==> src/sv/nrsu_pkg.sv <==
// shared types, constants and helpers for the row smoothing upsampler
package nrsu_pkg;

  localparam int PixW   = 8;
  localparam int OctW   = 3;
  localparam int KW     = 5;
  localparam int WtW    = 16;
  localparam int WtFrac = 16;
  localparam logic [OctW-1:0] OctMax = 3'd5;

  typedef logic [PixW-1:0] pix_t;
  typedef logic [OctW-1:0] oct_t;
  typedef logic [KW-1:0]   kidx_t;
  typedef logic [WtW-1:0]  wt_t;

  // raised-cosine weights, q0.16
  localparam wt_t COS_WEIGHT [32] = '{
    16'd0,     16'd158,   16'd630,   16'd1411,  16'd2494,  16'd3869,  16'd5522,  16'd7438,
    16'd9598,  16'd11980, 16'd14563, 16'd17321, 16'd20228, 16'd23256, 16'd26375, 16'd29556,
    16'd32768, 16'd35980, 16'd39161, 16'd42280, 16'd45308, 16'd48215, 16'd50973, 16'd53556,
    16'd55938, 16'd58098, 16'd60014, 16'd61667, 16'd63042, 16'd64125, 16'd64906, 16'd65378
  };

  // one request's work: the inner segment and the wrap segment
  typedef struct packed {
    logic seg_a_en;
    pix_t seg_a_v0;
    pix_t seg_a_v1;
    logic seg_b_en;
    pix_t seg_b_v0;
    pix_t seg_b_v1;
  } job_t;

  function automatic oct_t clamp_octave(input oct_t oct);
    clamp_octave = (oct > OctMax) ? OctMax : oct;
  endfunction

endpackage

==> src/sv/nrsu_in_if.sv <==
// input channel: one 3x3 neighbourhood request per coarse point
interface nrsu_in_if;
  logic       valid;
  logic       ready;
  logic [7:0] up_left;
  logic [7:0] up;
  logic [7:0] up_right;
  logic [7:0] left;
  logic [7:0] center;
  logic [7:0] right;
  logic [7:0] down_left;
  logic [7:0] down;
  logic [7:0] down_right;
  logic       last_point;

  modport source (
    output valid, up_left, up, up_right, left, center, right,
           down_left, down, down_right, last_point,
    input  ready
  );
  modport sink (
    input  valid, up_left, up, up_right, left, center, right,
           down_left, down, down_right, last_point,
    output ready
  );
endinterface

==> src/sv/nrsu_out_if.sv <==
// output channel: one pixel request per cycle while ready is high
interface nrsu_out_if;
  logic       valid;
  logic       ready;
  logic [7:0] pixel;
  logic       last;

  modport source (output valid, pixel, last, input ready);
  modport sink (input valid, pixel, last, output ready);
endinterface

==> src/sv/nrsu_smooth.sv <==
// 3x3 smoothing of one coarse point
module nrsu_smooth import nrsu_pkg::*; (
  input  pix_t up_left,
  input  pix_t up,
  input  pix_t up_right,
  input  pix_t left,
  input  pix_t center,
  input  pix_t right,
  input  pix_t down_left,
  input  pix_t down,
  input  pix_t down_right,
  output pix_t smoothed
);

  logic [9:0] edge_sum;
  logic [9:0] corner_sum;
  logic [9:0] total;

  always_comb begin
    edge_sum   = 10'(up) + 10'(down) + 10'(left) + 10'(right);
    corner_sum = 10'(up_left) + 10'(up_right) + 10'(down_left) + 10'(down_right);
    total      = 10'(center >> 2) + (edge_sum >> 3) + (corner_sum >> 4);
  end

  assign smoothed = total[7:0];

endmodule

==> src/sv/nrsu_segment_gen.sv <==
// segment sequencer, cosine blend and output register
module nrsu_segment_gen import nrsu_pkg::*; (
  input  logic             clk,
  input  logic             rst_n,
  input  oct_t             octave,
  input  logic             load,
  input  job_t             job,
  output logic             can_load,
  nrsu_out_if.source       out_ch
);

  logic  busy_r, busy_nxt;
  logic  cur_b_r, cur_b_nxt;
  kidx_t k_r, k_nxt;
  job_t  job_r, job_nxt;
  logic  out_valid_r, out_valid_nxt;
  pix_t  pixel_r, pixel_nxt;
  logic  last_r, last_nxt;

  oct_t  oct;
  kidx_t k_max;
  kidx_t w_idx;
  wt_t   w;
  logic  advance, seg_end, job_end;
  pix_t  v0, v1;
  logic signed [8:0]  diff;
  logic signed [25:0] prod;
  logic [9:0]         blend;

  always_comb begin
    oct     = clamp_octave(octave);
    k_max   = KW'((6'd1 << oct) - 6'd1);
    w_idx   = KW'(k_r << (3'd5 - oct));
    w       = COS_WEIGHT[w_idx];
    advance = busy_r && (!out_valid_r || out_ch.ready);
    seg_end = (k_r == k_max);
    job_end = seg_end && (cur_b_r || !job_r.seg_b_en);
    v0      = cur_b_r ? job_r.seg_b_v0 : job_r.seg_a_v0;
    v1      = cur_b_r ? job_r.seg_b_v1 : job_r.seg_a_v1;
    // v0 + floor((v1 - v0) * w / 2^16) equals the weighted sum form exactly
    diff    = $signed({1'b0, v1}) - $signed({1'b0, v0});
    prod    = diff * $signed({1'b0, w});
    blend   = {2'b00, v0} + 10'(prod >>> WtFrac);
  end

  assign can_load = !busy_r || (advance && job_end);

  always_comb begin
    busy_nxt = busy_r;
    cur_b_nxt = cur_b_r;
    k_nxt = k_r;
    job_nxt = job_r;
    if (advance) begin
      if (seg_end) begin
        k_nxt = '0;
        if (job_end) begin
          busy_nxt = 1'b0;
        end else begin
          cur_b_nxt = 1'b1;
        end
      end else begin
        k_nxt = k_r + 1'b1;
      end
    end
    if (load) begin
      job_nxt   = job;
      busy_nxt  = job.seg_a_en || job.seg_b_en;
      cur_b_nxt = !job.seg_a_en;
      k_nxt     = '0;
    end
  end

  always_comb begin
    out_valid_nxt = out_valid_r;
    pixel_nxt = pixel_r;
    last_nxt = last_r;
    if (advance) begin
      out_valid_nxt = 1'b1;
      pixel_nxt     = blend[7:0];
      last_nxt      = job_end;
    end else if (out_ch.ready) begin
      out_valid_nxt = 1'b0;
    end
  end

  always_ff @(posedge clk) begin
    if (!rst_n) begin
      busy_r      <= 1'b0;
      cur_b_r     <= 1'b0;
      k_r         <= '0;
      out_valid_r <= 1'b0;
    end else begin
      busy_r      <= busy_nxt;
      cur_b_r     <= cur_b_nxt;
      k_r         <= k_nxt;
      out_valid_r <= out_valid_nxt;
    end
  end

  always_ff @(posedge clk) begin
    job_r   <= job_nxt;
    pixel_r <= pixel_nxt;
    last_r  <= last_nxt;
  end

  assign out_ch.valid = out_valid_r;
  assign out_ch.pixel = pixel_r;
  assign out_ch.last  = last_r;

endmodule

==> src/sv/noise_row_smooth_upsample_unit.sv <==
// top level of the row smoothing and cosine upsampling unit
// Each request on in_ch is the 3x3 neighbourhood of one coarse point of a
// circular row, in row order. The point is smoothed (centre/4 + edges/8 +
// corners/16) as it is taken, and the row state is updated the same cycle.
// Every point after the first yields 2^octave pixels on out_ch, one per
// cycle while out_ch is not stalled, from the previous smoothed value towards
// this one; the point flagged last_point also yields the wrap segment back to
// the row's first point, and the final pixel of each request carries last.
// The first point of a row gives no pixels unless it is also its last point.
// Throughput is set by the single blend unit, one pixel a cycle unless out_ch
// stalls. The next request is taken in the cycle its predecessor's final
// pixel is formed, and the output register decouples the two sides. octave
// is written through cfg_we / cfg_wdata; the user must do so only while the
// unit is idle, which the block does not enforce; values above 5 act as 5.
module noise_row_smooth_upsample_unit import nrsu_pkg::*; (
  input  logic        clk,
  input  logic        rst_n,
  input  logic        cfg_we,
  input  oct_t        cfg_wdata,
  nrsu_in_if.sink     in_ch,
  nrsu_out_if.source  out_ch
);

  // configuration
  oct_t octave_r;

  // row state
  pix_t first_r, first_nxt;
  pix_t prev_r, prev_nxt;
  logic have_first_r, have_first_nxt;

  pix_t smoothed;
  pix_t first_eff;
  logic accept;
  logic can_load;
  job_t job;

  always_ff @(posedge clk) begin
    if (!rst_n) begin
      octave_r <= '0;
    end else if (cfg_we) begin
      octave_r <= cfg_wdata;
    end
  end

  nrsu_smooth u_smooth (
    .up_left    (in_ch.up_left),
    .up         (in_ch.up),
    .up_right   (in_ch.up_right),
    .left       (in_ch.left),
    .center     (in_ch.center),
    .right      (in_ch.right),
    .down_left  (in_ch.down_left),
    .down       (in_ch.down),
    .down_right (in_ch.down_right),
    .smoothed   (smoothed)
  );

  assign in_ch.ready = can_load;
  assign accept      = in_ch.valid && can_load;

  // a single-point row wraps onto itself
  assign first_eff = have_first_r ? first_r : smoothed;

  always_comb begin
    job.seg_a_en = have_first_r;
    job.seg_a_v0 = prev_r;
    job.seg_a_v1 = smoothed;
    job.seg_b_en = in_ch.last_point;
    job.seg_b_v0 = smoothed;
    job.seg_b_v1 = first_eff;
  end

  always_comb begin
    first_nxt      = first_r;
    prev_nxt       = prev_r;
    have_first_nxt = have_first_r;
    if (accept) begin
      if (!have_first_r) begin
        first_nxt = smoothed;
      end
      prev_nxt       = smoothed;
      // end of row starts a fresh row on the next request
      have_first_nxt = !in_ch.last_point;
    end
  end

  always_ff @(posedge clk) begin
    if (!rst_n) begin
      first_r      <= '0;
      prev_r       <= '0;
      have_first_r <= 1'b0;
    end else begin
      first_r      <= first_nxt;
      prev_r       <= prev_nxt;
      have_first_r <= have_first_nxt;
    end
  end

  nrsu_segment_gen u_seg (
    .clk      (clk),
    .rst_n    (rst_n),
    .octave   (octave_r),
    .load     (accept),
    .job      (job),
    .can_load (can_load),
    .out_ch   (out_ch)
  );

  // row state follows the request stream
  a_row_end: assert property (@(posedge clk) disable iff (!rst_n)
    (accept && in_ch.last_point) |=> !have_first_r)
    else $error("row state not cleared after last point");

  a_row_open: assert property (@(posedge clk) disable iff (!rst_n)
    (accept && !in_ch.last_point) |=> have_first_r)
    else $error("row not open after a non-final point");

  a_first_kept: assert property (@(posedge clk) disable iff (!rst_n)
    (accept && !have_first_r) |=> (first_r == $past(smoothed)))
    else $error("first smoothed value not captured");

  a_prev_kept: assert property (@(posedge clk) disable iff (!rst_n)
    accept |=> (prev_r == $past(smoothed)))
    else $error("previous smoothed value not captured");

endmodule

==> src/flat_wrapper.sv <==
// flat-port wrapper written by rule: the top's interface ports become plain ports
module noise_row_smooth_upsample_unit_flat import nrsu_pkg::*;
  (clk, rst_n, cfg_we, cfg_wdata, in_ch_valid, in_ch_up_left, in_ch_up, in_ch_up_right, in_ch_left, in_ch_center, in_ch_right, in_ch_down_left, in_ch_down, in_ch_down_right, in_ch_last_point, in_ch_ready, out_ch_valid, out_ch_pixel, out_ch_last, out_ch_ready);
  nrsu_in_if in_ch_i ();
  nrsu_out_if out_ch_i ();
  input  logic clk;
  input  logic rst_n;
  input  logic cfg_we;
  input  oct_t cfg_wdata;
  input wire logic [$bits(in_ch_i.valid)-1:0] in_ch_valid;
  input wire logic [$bits(in_ch_i.up_left)-1:0] in_ch_up_left;
  input wire logic [$bits(in_ch_i.up)-1:0] in_ch_up;
  input wire logic [$bits(in_ch_i.up_right)-1:0] in_ch_up_right;
  input wire logic [$bits(in_ch_i.left)-1:0] in_ch_left;
  input wire logic [$bits(in_ch_i.center)-1:0] in_ch_center;
  input wire logic [$bits(in_ch_i.right)-1:0] in_ch_right;
  input wire logic [$bits(in_ch_i.down_left)-1:0] in_ch_down_left;
  input wire logic [$bits(in_ch_i.down)-1:0] in_ch_down;
  input wire logic [$bits(in_ch_i.down_right)-1:0] in_ch_down_right;
  input wire logic [$bits(in_ch_i.last_point)-1:0] in_ch_last_point;
  output wire logic [$bits(in_ch_i.ready)-1:0] in_ch_ready;
  output wire logic [$bits(out_ch_i.valid)-1:0] out_ch_valid;
  output wire logic [$bits(out_ch_i.pixel)-1:0] out_ch_pixel;
  output wire logic [$bits(out_ch_i.last)-1:0] out_ch_last;
  input wire logic [$bits(out_ch_i.ready)-1:0] out_ch_ready;
  assign in_ch_i.valid = in_ch_valid;
  assign in_ch_i.up_left = in_ch_up_left;
  assign in_ch_i.up = in_ch_up;
  assign in_ch_i.up_right = in_ch_up_right;
  assign in_ch_i.left = in_ch_left;
  assign in_ch_i.center = in_ch_center;
  assign in_ch_i.right = in_ch_right;
  assign in_ch_i.down_left = in_ch_down_left;
  assign in_ch_i.down = in_ch_down;
  assign in_ch_i.down_right = in_ch_down_right;
  assign in_ch_i.last_point = in_ch_last_point;
  assign in_ch_ready = in_ch_i.ready;
  assign out_ch_valid = out_ch_i.valid;
  assign out_ch_pixel = out_ch_i.pixel;
  assign out_ch_last = out_ch_i.last;
  assign out_ch_i.ready = out_ch_ready;
  noise_row_smooth_upsample_unit u_core (.clk(clk), .rst_n(rst_n), .cfg_we(cfg_we), .cfg_wdata(cfg_wdata), .in_ch(in_ch_i), .out_ch(out_ch_i));
endmodule
==> config.mk <==
export PLATFORM = sky130hd
export DESIGN_NAME = noise_row_smooth_upsample_unit_flat
export DESIGN_NICKNAME = d
export VERILOG_FILES = /design/src/sv/nrsu_pkg.sv /design/src/sv/nrsu_in_if.sv /design/src/sv/nrsu_out_if.sv /design/src/sv/nrsu_smooth.sv /design/src/sv/nrsu_segment_gen.sv /design/src/sv/noise_row_smooth_upsample_unit.sv /design/src/flat_wrapper.sv
export SDC_FILE = /design/constraint.sdc
export NUM_CORES = 1
export LEC_CHECK = 0
export BUFFER_PORTS_ARGS = -buffer_cell sky130_fd_sc_hd__buf_2
export CAP_MARGIN = 20
export CELL_PAD_IN_SITES_DETAIL_PLACEMENT = 1
export CELL_PAD_IN_SITES_GLOBAL_PLACEMENT = 2
export CORE_ASPECT_RATIO = 1.2
export CORE_MARGIN = 8
export CORE_UTILIZATION = 30
export CTS_CLUSTER_SIZE = 24
export DETAILED_ROUTE_END_ITERATION = 10
export PLACE_DENSITY_LB_ADDON = 0.3
export SYNTH_ARGS = -nofsm -noshare
export SYNTH_HDL_FRONTEND = slang
export SYNTH_SLANG_ARGS = --single-unit
==> constraint.sdc <==
create_clock -name clk -period 18.4 [get_ports clk]
set_input_delay 0.92 -clock clk [delete_from_list [all_inputs] [get_ports clk]]
set_output_delay 0.92 -clock clk [all_outputs]
set_load 0.05 [all_outputs]
==> flow_summary_export.csv, run 1 <==
group,metric,value,unit
global_routing,grt_pass1_wl,43.6,mm
clock_network,ctsHtreeMaxLevel,3,
routing,drc,0,
synth,yosys-top-cells-area,"fa_1, ha_1, edfxtp_1, inv_1, dfxtp_1",
power_and_ir_drop,p_leak,5.33,nW
final_layout,area_growth,11.0,%
outcome,status,"completed",
global_routing,grt_max_degree,44,
setup_path,cp_common_cell,"a21oi_1",
synth,synth_warnings,0,
synth,syn-num-nets,1406,
synth,netlist-cell-type-count,73,
die,die_area,39000,um^2
hold_path,hold_path_class,"register to register",
sta,hold_ws,0.431,ns
sta,slew_headroom,0.387,
clock_network,cts_buffer_depth,2,
synth,ys_ff_latch,62,
final_layout,final_util,0.335,
synth,synth_area,9880,um^2
setup_path,start_kind,"register",
synth,synthFlopType,"edfxtp_1",
sta,rsz0062_at_grt,"no",
die,io_pins,92,
setup_path,cp-end-kind,"register",
power_and_ir_drop,total_power,2.23,mW
global_routing,track_usage,0.137,
setup_path,reg2reg_to,"u_core.u_seg.out_ch.pixel[7]$_DFFE_PP_",
sta,fmax,96.5,MHz
sta,skew,0.00760,ns
clock_network,cts_tree,"built",
routing,firstDrtPassIters,4,
die,start_util,0.301,
synth,synth_area_leader_cell,"fa_1",
final_layout,insertedDiodeCount,0,
clock_network,clock_sinks,62,
final_layout,drive_above_1_share,0.137,
global_routing,grt-ovfl-total,0,
power_and_ir_drop,p_per_area,203,nW/um^2
synth,synth_edf_count,34,
placed_design,io_buffers,89,
setup_path,slowest_stage,"dfxtp_1",
clock_network,cts_root_buf,"clkbuf_16",
sta,hold_viol_final,0,
sta,drv_slew,0,
setup_path,r2r_slack,8.03,ns
routing,drtIter0Drc,232,
setup_path,crit_fanout,18,
clock_network,clk_pin_slew_worst_paths,0.05,ns
final_layout,fillers,3859,
routing,routed_wl,25.3,mm
placed_design,place_congestion,0.801,
clock_network,numCtsBuffers,9,
routing,routed-via-count,7555,
sta,post-route-min-period,10.37,ns
setup_path,critPathMaxStageDelay,0.90,ns
final_layout,mostFrequentLayoutCells,"inv_1, fa_1, ha_1, nor2_1, buf_2",
final_layout,nets,1477,
die,fp-row-count,73,
sta,fin_crit_sh,0.563,
clock_network,holdBufCountCts,0,
synth,netlist_instances,1086,
setup_path,r2r-start,"u_core.u_seg.cur_b_r$_SDFFE_PN0P_",
routing,routedWlPerCell,16.1,um
placed_design,dp_hpwl,21.0,mm
global_routing,antenna_found_initial,3,
routing,ant_nets,0,
clock_network,post_cts_resized,0,
placed_design,dp_cells,1558,
clock_network,cts_setup_buffers,0,
die,die_x,182,um
hold_path,whs_endpoint,"u_core.u_seg.job_r[30]$_DFFE_PP_",
final_layout,stdcell_count,1574,
setup_path,required,18.48,ns
synth,yosysTopAreaCellShare,0.263,
sta,setup_viol,0,
global_routing,grt_pass1_vias,8789,
synth,synthArstFlopShare,0,
setup_path,crit_type,"register to register",
routing,via_per_inst,4.80,
die,die_h,215,um
flow_run,cap_violations,0,
sta,worst_slew_pin_slew,0.920,ns
setup_path,r2r.worst_path.cells,32,
sta,tns,0,ns
synth,syn_area_per_cell,9.10,um^2
hold_path,hold_depth,0,
die,core_area,32800,um^2
setup_path,worstPathArrival,10.44,ns
power_and_ir_drop,ir_drop,81.1,uV
synth,ys_seq_area_frac,0.160,
clock_network,clk-insertion-delay-late,0.34,ns
final_layout,layout_commonest_cell,"inv_1",
hold_path,hold_start,"u_core.prev_r[5]$_SDFFE_PN0P_",
[report_power, final]
group | total, mW | leakage (nW) | internal, mW | switching (mW)
clock | 0.152 | 0.131 | 0.0943 | 0.0578
sequential | 0.280 | 0.559 | 0.260 | 0.0197
combinational | 1.80 | 4.64 | 0.746 | 1.05
total | 2.23 | 5.33 | 1.10 | 1.13
[stage by stage]
stage          setup slack [ns]  cell area [um^2]
3_3_place_gp               8.04             10700
5_1_grt                    7.15             11000
2_1_floorplan              9.18              9880
6_report                   8.03             11000
3_5_place_dp               7.92             10700
4_1_cts                    7.88             11000
[state kept, by name (all words and copies together), names as in the netlist]
register                   count
u_core.u_seg.busy_r            1
u_core.prev_r                  8
u_core.first_r                 8
u_core.u_seg.cur_b_r           1
u_core.octave_r                3
u_core.have_first_r            1
u_core.u_seg.out_ch.pixel      8
u_core.u_seg.out_ch.valid      1
u_core.u_seg.out_ch.last       1
u_core.u_seg.job_r            25
u_core.u_seg.k_r               5
[cells by family (layout without fill, tap and decap cells)]
family | after synthesis | count (layout) | share of synthesized area
AND/OR/NAND/NOR | 341 | 341 | 0.169
adder cells (fa/ha/maj) | 239 | 239 | 0.401
buffers and inverters | 204 | 280 | 0.0835
AO/OA/AOI/OAI | 169 | 169 | 0.117
flip-flops | 62 | 62 | 0.160
XOR/XNOR | 39 | 39 | 0.0346
multiplexers | 32 | 32 | 0.0346
[layer usage]
layer  vias to the layer above  track usage  wire [um]
li1                       3700            -          -
met1                      3731        0.151      10500
met2                        83        0.260      13400
met3                        35       0.0189        619
met4                         6       0.0553        767
met5                         -            0         34
[synthesized netlist by cell type (3+ instances only)]
cell type	instances
inv_1	164
fa_1	130
ha_1	109
nor2_1	103
nand2_1	87
a21oi_1	43
nand2b_1	35
edfxtp_1	34
xnor2_1	29
dfxtp_1	28
o21ai_0	26
clkbuf_1	24
or2_2	20
nor3_1	18
mux2_2	17
nor2b_1	17
mux2i_1	15
nand3_1	15
and2_1	13
a21o_1	12
o21bai_1	11
o21a_1	10
xor2_1	10
a21boi_1	9
a31oi_1	7
buf_6	7
o211ai_1	7
a21boi_0	6
buf_2	6
o21ai_1	6
nor3b_1	5
a211oi_1	4
or3_1	4
a211o_1	3
a221oi_1	3
and3_1	3
nand4_1	3
o211a_1	3
[how the worst max path moves through the flow]
stage | from | endpoint | slack (ns) | cells after the start
6_report | u_core.u_seg.cur_b_r$_SDFFE_PN0P_ | u_core.u_seg.out_ch.pixel[7]$_DFFE_PP_ | 8.03 | 32
2_1_floorplan | u_core.u_seg.cur_b_r$_SDFFE_PN0P_ | u_core.u_seg.out_ch.pixel[7]$_DFFE_PP_ | 9.18 | 38
4_1_cts | u_core.u_seg.cur_b_r$_SDFFE_PN0P_ | u_core.u_seg.out_ch.pixel[7]$_DFFE_PP_ | 7.88 | 32
5_1_grt | u_core.u_seg.cur_b_r$_SDFFE_PN0P_ | u_core.u_seg.out_ch.pixel[7]$_DFFE_PP_ | 7.15 | 33
3_5_place_dp | u_core.u_seg.cur_b_r$_SDFFE_PN0P_ | u_core.u_seg.out_ch.pixel[7]$_DFFE_PP_ | 7.92 | 33
3_3_place_gp | u_core.u_seg.cur_b_r$_SDFFE_PN0P_ | u_core.u_seg.out_ch.pixel[7]$_DFFE_PP_ | 8.04 | 33
[worst max-delay path: cells and delay by family, from the launching register on]
| family | cells | cell delay, ns |
|---|---|---|
| adder cells (fa/ha/maj) | 8 | 3.27 |
| AND/OR/NAND/NOR | 7 | 2.30 |
| AO/OA/AOI/OAI | 11 | 2.21 |
| flip-flops | 1 | 0.90 |
| XOR/XNOR | 4 | 0.54 |
| buffers and inverters | 1 | 0.44 |
| multiplexers | 1 | 0.42 |
[layout make-up]
class                      instances  area (um^2)  area share
clock buffer                      14          254      0.0231
clock inverter                     2         10.0    0.000912
inverter                         166          623      0.0568
multi-input combinational        820         7480       0.681
sequential                        62         1580       0.144
tap                              412          515      0.0470
timing repair buffer              98          513      0.0467
Power figures use the tool's default switching activity.
==> inputs of run 2 (changes only) <==
==> constraint.sdc (replaced) <==
create_clock -name clk -period 10 [get_ports clk]
set_input_delay 0.5 -clock clk [delete_from_list [all_inputs] [get_ports clk]]
set_output_delay 0.5 -clock clk [all_outputs]
set_load 0.05 [all_outputs]
==> flow_summary_export.csv, run 2 (synthesis results as in run 1) <==
group,metric,value,unit
clock_network,post_cts_resized,0,
final_layout,layout_commonest_cell,"inv_1",
clock_network,clk_pin_slew_worst_paths,0.06,ns
placed_design,dp_slack,0.137,ns
sta,setup_viol,0,
sta,tns,0,ns
placed_design,io_buffers,89,
final_layout,largest_register_ffs,25,
power_and_ir_drop,pwr-share-seq,0.123,
hold_path,hold_start,"in_ch_last_point",
global_routing,track_usage,0.139,
final_layout,area_growth,13.3,%
die,die_area,39000,um^2
sta,post-route-min-period,9.36,ns
placed_design,dp_hpwl,21.7,mm
sta,drv_slew,0,
power_and_ir_drop,power_frac_clock,0.078,
setup_path,crit_type,"register to register",
hold_path,hold_depth,1,
setup_path,reg2reg_to,"u_core.u_seg.out_ch.pixel[7]$_DFFE_PP_",
routing,ant_nets,0,
setup_path,critPathTopFamily,"adder cells",
die,io_pins,92,
setup_path,required,10.08,ns
sta,rsz0062_at_grt,"no",
routing,firstDrtPassIters,4,
routing,routed_wl,25.7,mm
setup_path,worstPathArrival,9.44,ns
clock_network,ctsHtreeMaxLevel,3,
setup_path,cp-end-kind,"register",
global_routing,grt_pass1_wl,44.4,mm
routing,routed-via-count,7705,
global_routing,grt_max_degree,47,
global_routing,antenna_found_initial,2,
power_and_ir_drop,p_per_area,372,nW/um^2
power_and_ir_drop,ir_drop,155,uV
final_layout,design_area,11200,um^2
power_and_ir_drop,switchingPower,2.08,mW
die,die_x,182,um
setup_path,start_kind,"register",
final_layout,fillers,3826,
clock_network,cts_root_buf,"clkbuf_16",
clock_network,cts_tree,"built",
setup_path,slowest_stage,"ha_1",
clock_network,clock_sinks,62,
power_and_ir_drop,p_leak,5.47,nW
global_routing,grt_pass1_vias,8802,
clock_network,cts_setup_buffers,0,
placed_design,post_dp_cell_area,10900,um^2
sta,setup_slack,0.644,ns
placed_design,place_congestion,0.816,
setup_path,crit_fanout,13,
final_layout,nets,1497,
routing,drtIter0Drc,272,
global_routing,grt-ovfl-total,0,
setup_path,r2r.worst_path.cells,32,
hold_path,whs_endpoint,"u_core.u_seg.job_r[16]$_DFFE_PP_",
outcome,status,"completed",
clock_network,clk-insertion-delay-late,0.33,ns
die,die_h,215,um
clock_network,cts_buffer_depth,2,
final_layout,mostFrequentLayoutCells,"inv_1, fa_1, ha_1, nor2_1, buf_2",
sta,slew_headroom,0.422,
die,start_util,0.301,
routing,via_per_inst,4.83,
power_and_ir_drop,p_sw_frac,0.498,
setup_path,critPathMaxStageDelay,0.61,ns
power_and_ir_drop,pwr-share-comb,0.799,
routing,routedWlPerCell,16.1,um
sta,fin_crit_sh,0.936,
setup_path,r2r_slack,0.64,ns
routing,drc,0,
sta,skew,0.0103,ns
power_and_ir_drop,p_int,2.09,mW
clock_network,holdBufCountCts,0,
die,core_area,32800,um^2
final_layout,drive_above_1_share,0.157,
setup_path,worstPathBufferInverterCount,3,
final_layout,largest_register,"u_core.u_seg.job_r",
setup_path,cp_common_cell,"fa_1",
clock_network,numCtsBuffers,9,
sta,hold_viol_final,0,
sta,fmax,107,MHz
sta,worst_slew_pin_slew,0.860,ns
setup_path,r2r-start,"u_core.octave_r[0]$_SDFFE_PN0P_",
flow_run,cap_violations,0,
die,fp-row-count,73,
hold_path,hold_path_class,"input port to register",
[run 2: changes by cell type in the layout (fill, tap and decap cells not counted), moves of 2 or more]
| cell | change |
|---|---|
| clkbuf_1 | -3 |
| clkbuf_16 | +2 |
| buf_4 | +20 |
| clkbuf_8 | +2 |
[run 2: area by class of cell]
| class | count | area [um^2] | share of cell area |
|---|---|---|---|
| Antenna cell | 1 | 2.50 | 0.000223 |
| Clock inverter | 1 | 5.00 | 0.000447 |
| Tap cell | 412 | 515 | 0.0460 |
| Multi-Input combinational cell | 820 | 7490 | 0.669 |
| Sequential cell | 62 | 1580 | 0.141 |
| Clock buffer | 15 | 320 | 0.0286 |
| Timing Repair Buffer | 118 | 663 | 0.0592 |
| Inverter | 166 | 623 | 0.0556 |
[run 2: power groups by stage]
stage	sequential [mW]	combinational (mW)	clock [mW]
after CTS	0.514	3.41	0.336
after floorplan	0.569	2.49	0
final	0.512	3.33	0.326
after global placement	0.514	3.32	0
after global routing	0.522	3.92	0.345
after detailed placement	0.519	3.38	0
[run 2: worst max-delay path by stage]
stage | to | slack [ns] | cells past startpoint | from
6_report | u_core.u_seg.out_ch.pixel[7]$_DFFE_PP_ | 0.64 | 32 | u_core.octave_r[0]$_SDFFE_PN0P_
5_1_grt | u_core.u_seg.out_ch.pixel[7]$_DFFE_PP_ | 0.03 | 36 | u_core.u_seg.cur_b_r$_SDFFE_PN0P_
4_1_cts | u_core.u_seg.out_ch.pixel[7]$_DFFE_PP_ | 0.11 | 34 | u_core.u_seg.cur_b_r$_SDFFE_PN0P_
3_5_place_dp | u_core.u_seg.out_ch.pixel[7]$_DFFE_PP_ | 0.14 | 34 | u_core.u_seg.cur_b_r$_SDFFE_PN0P_
3_3_place_gp | u_core.u_seg.out_ch.pixel[7]$_DFFE_PP_ | 0.24 | 34 | u_core.u_seg.cur_b_r$_SDFFE_PN0P_
2_1_floorplan | u_core.u_seg.out_ch.pixel[7]$_DFFE_PP_ | 0.78 | 38 | u_core.u_seg.cur_b_r$_SDFFE_PN0P_
[run 2: per-stage QoR]
step                       util  hold WS, ns  std cells  total power, mW
after detailed placement  0.331        0.417       1578             3.90
after CTS                 0.341        0.357       1594             4.26
after global routing      0.342        0.367       1594             4.78
final                     0.342        0.372       1595             4.17
after floorplan               -        0.408       1086             3.05
after global placement    0.331        0.413       1578             3.83
[run 2: per-layer routing]
layer | part of all wire | track usage | vias to the layer above
li1 | - | - | 3745
met2 | 0.53 | 0.259 | 113
met5 | 0.0011 | 0 | -
met4 | 0.032 | 0.0572 | 4
met3 | 0.027 | 0.0154 | 36
met1 | 0.41 | 0.158 | 3807
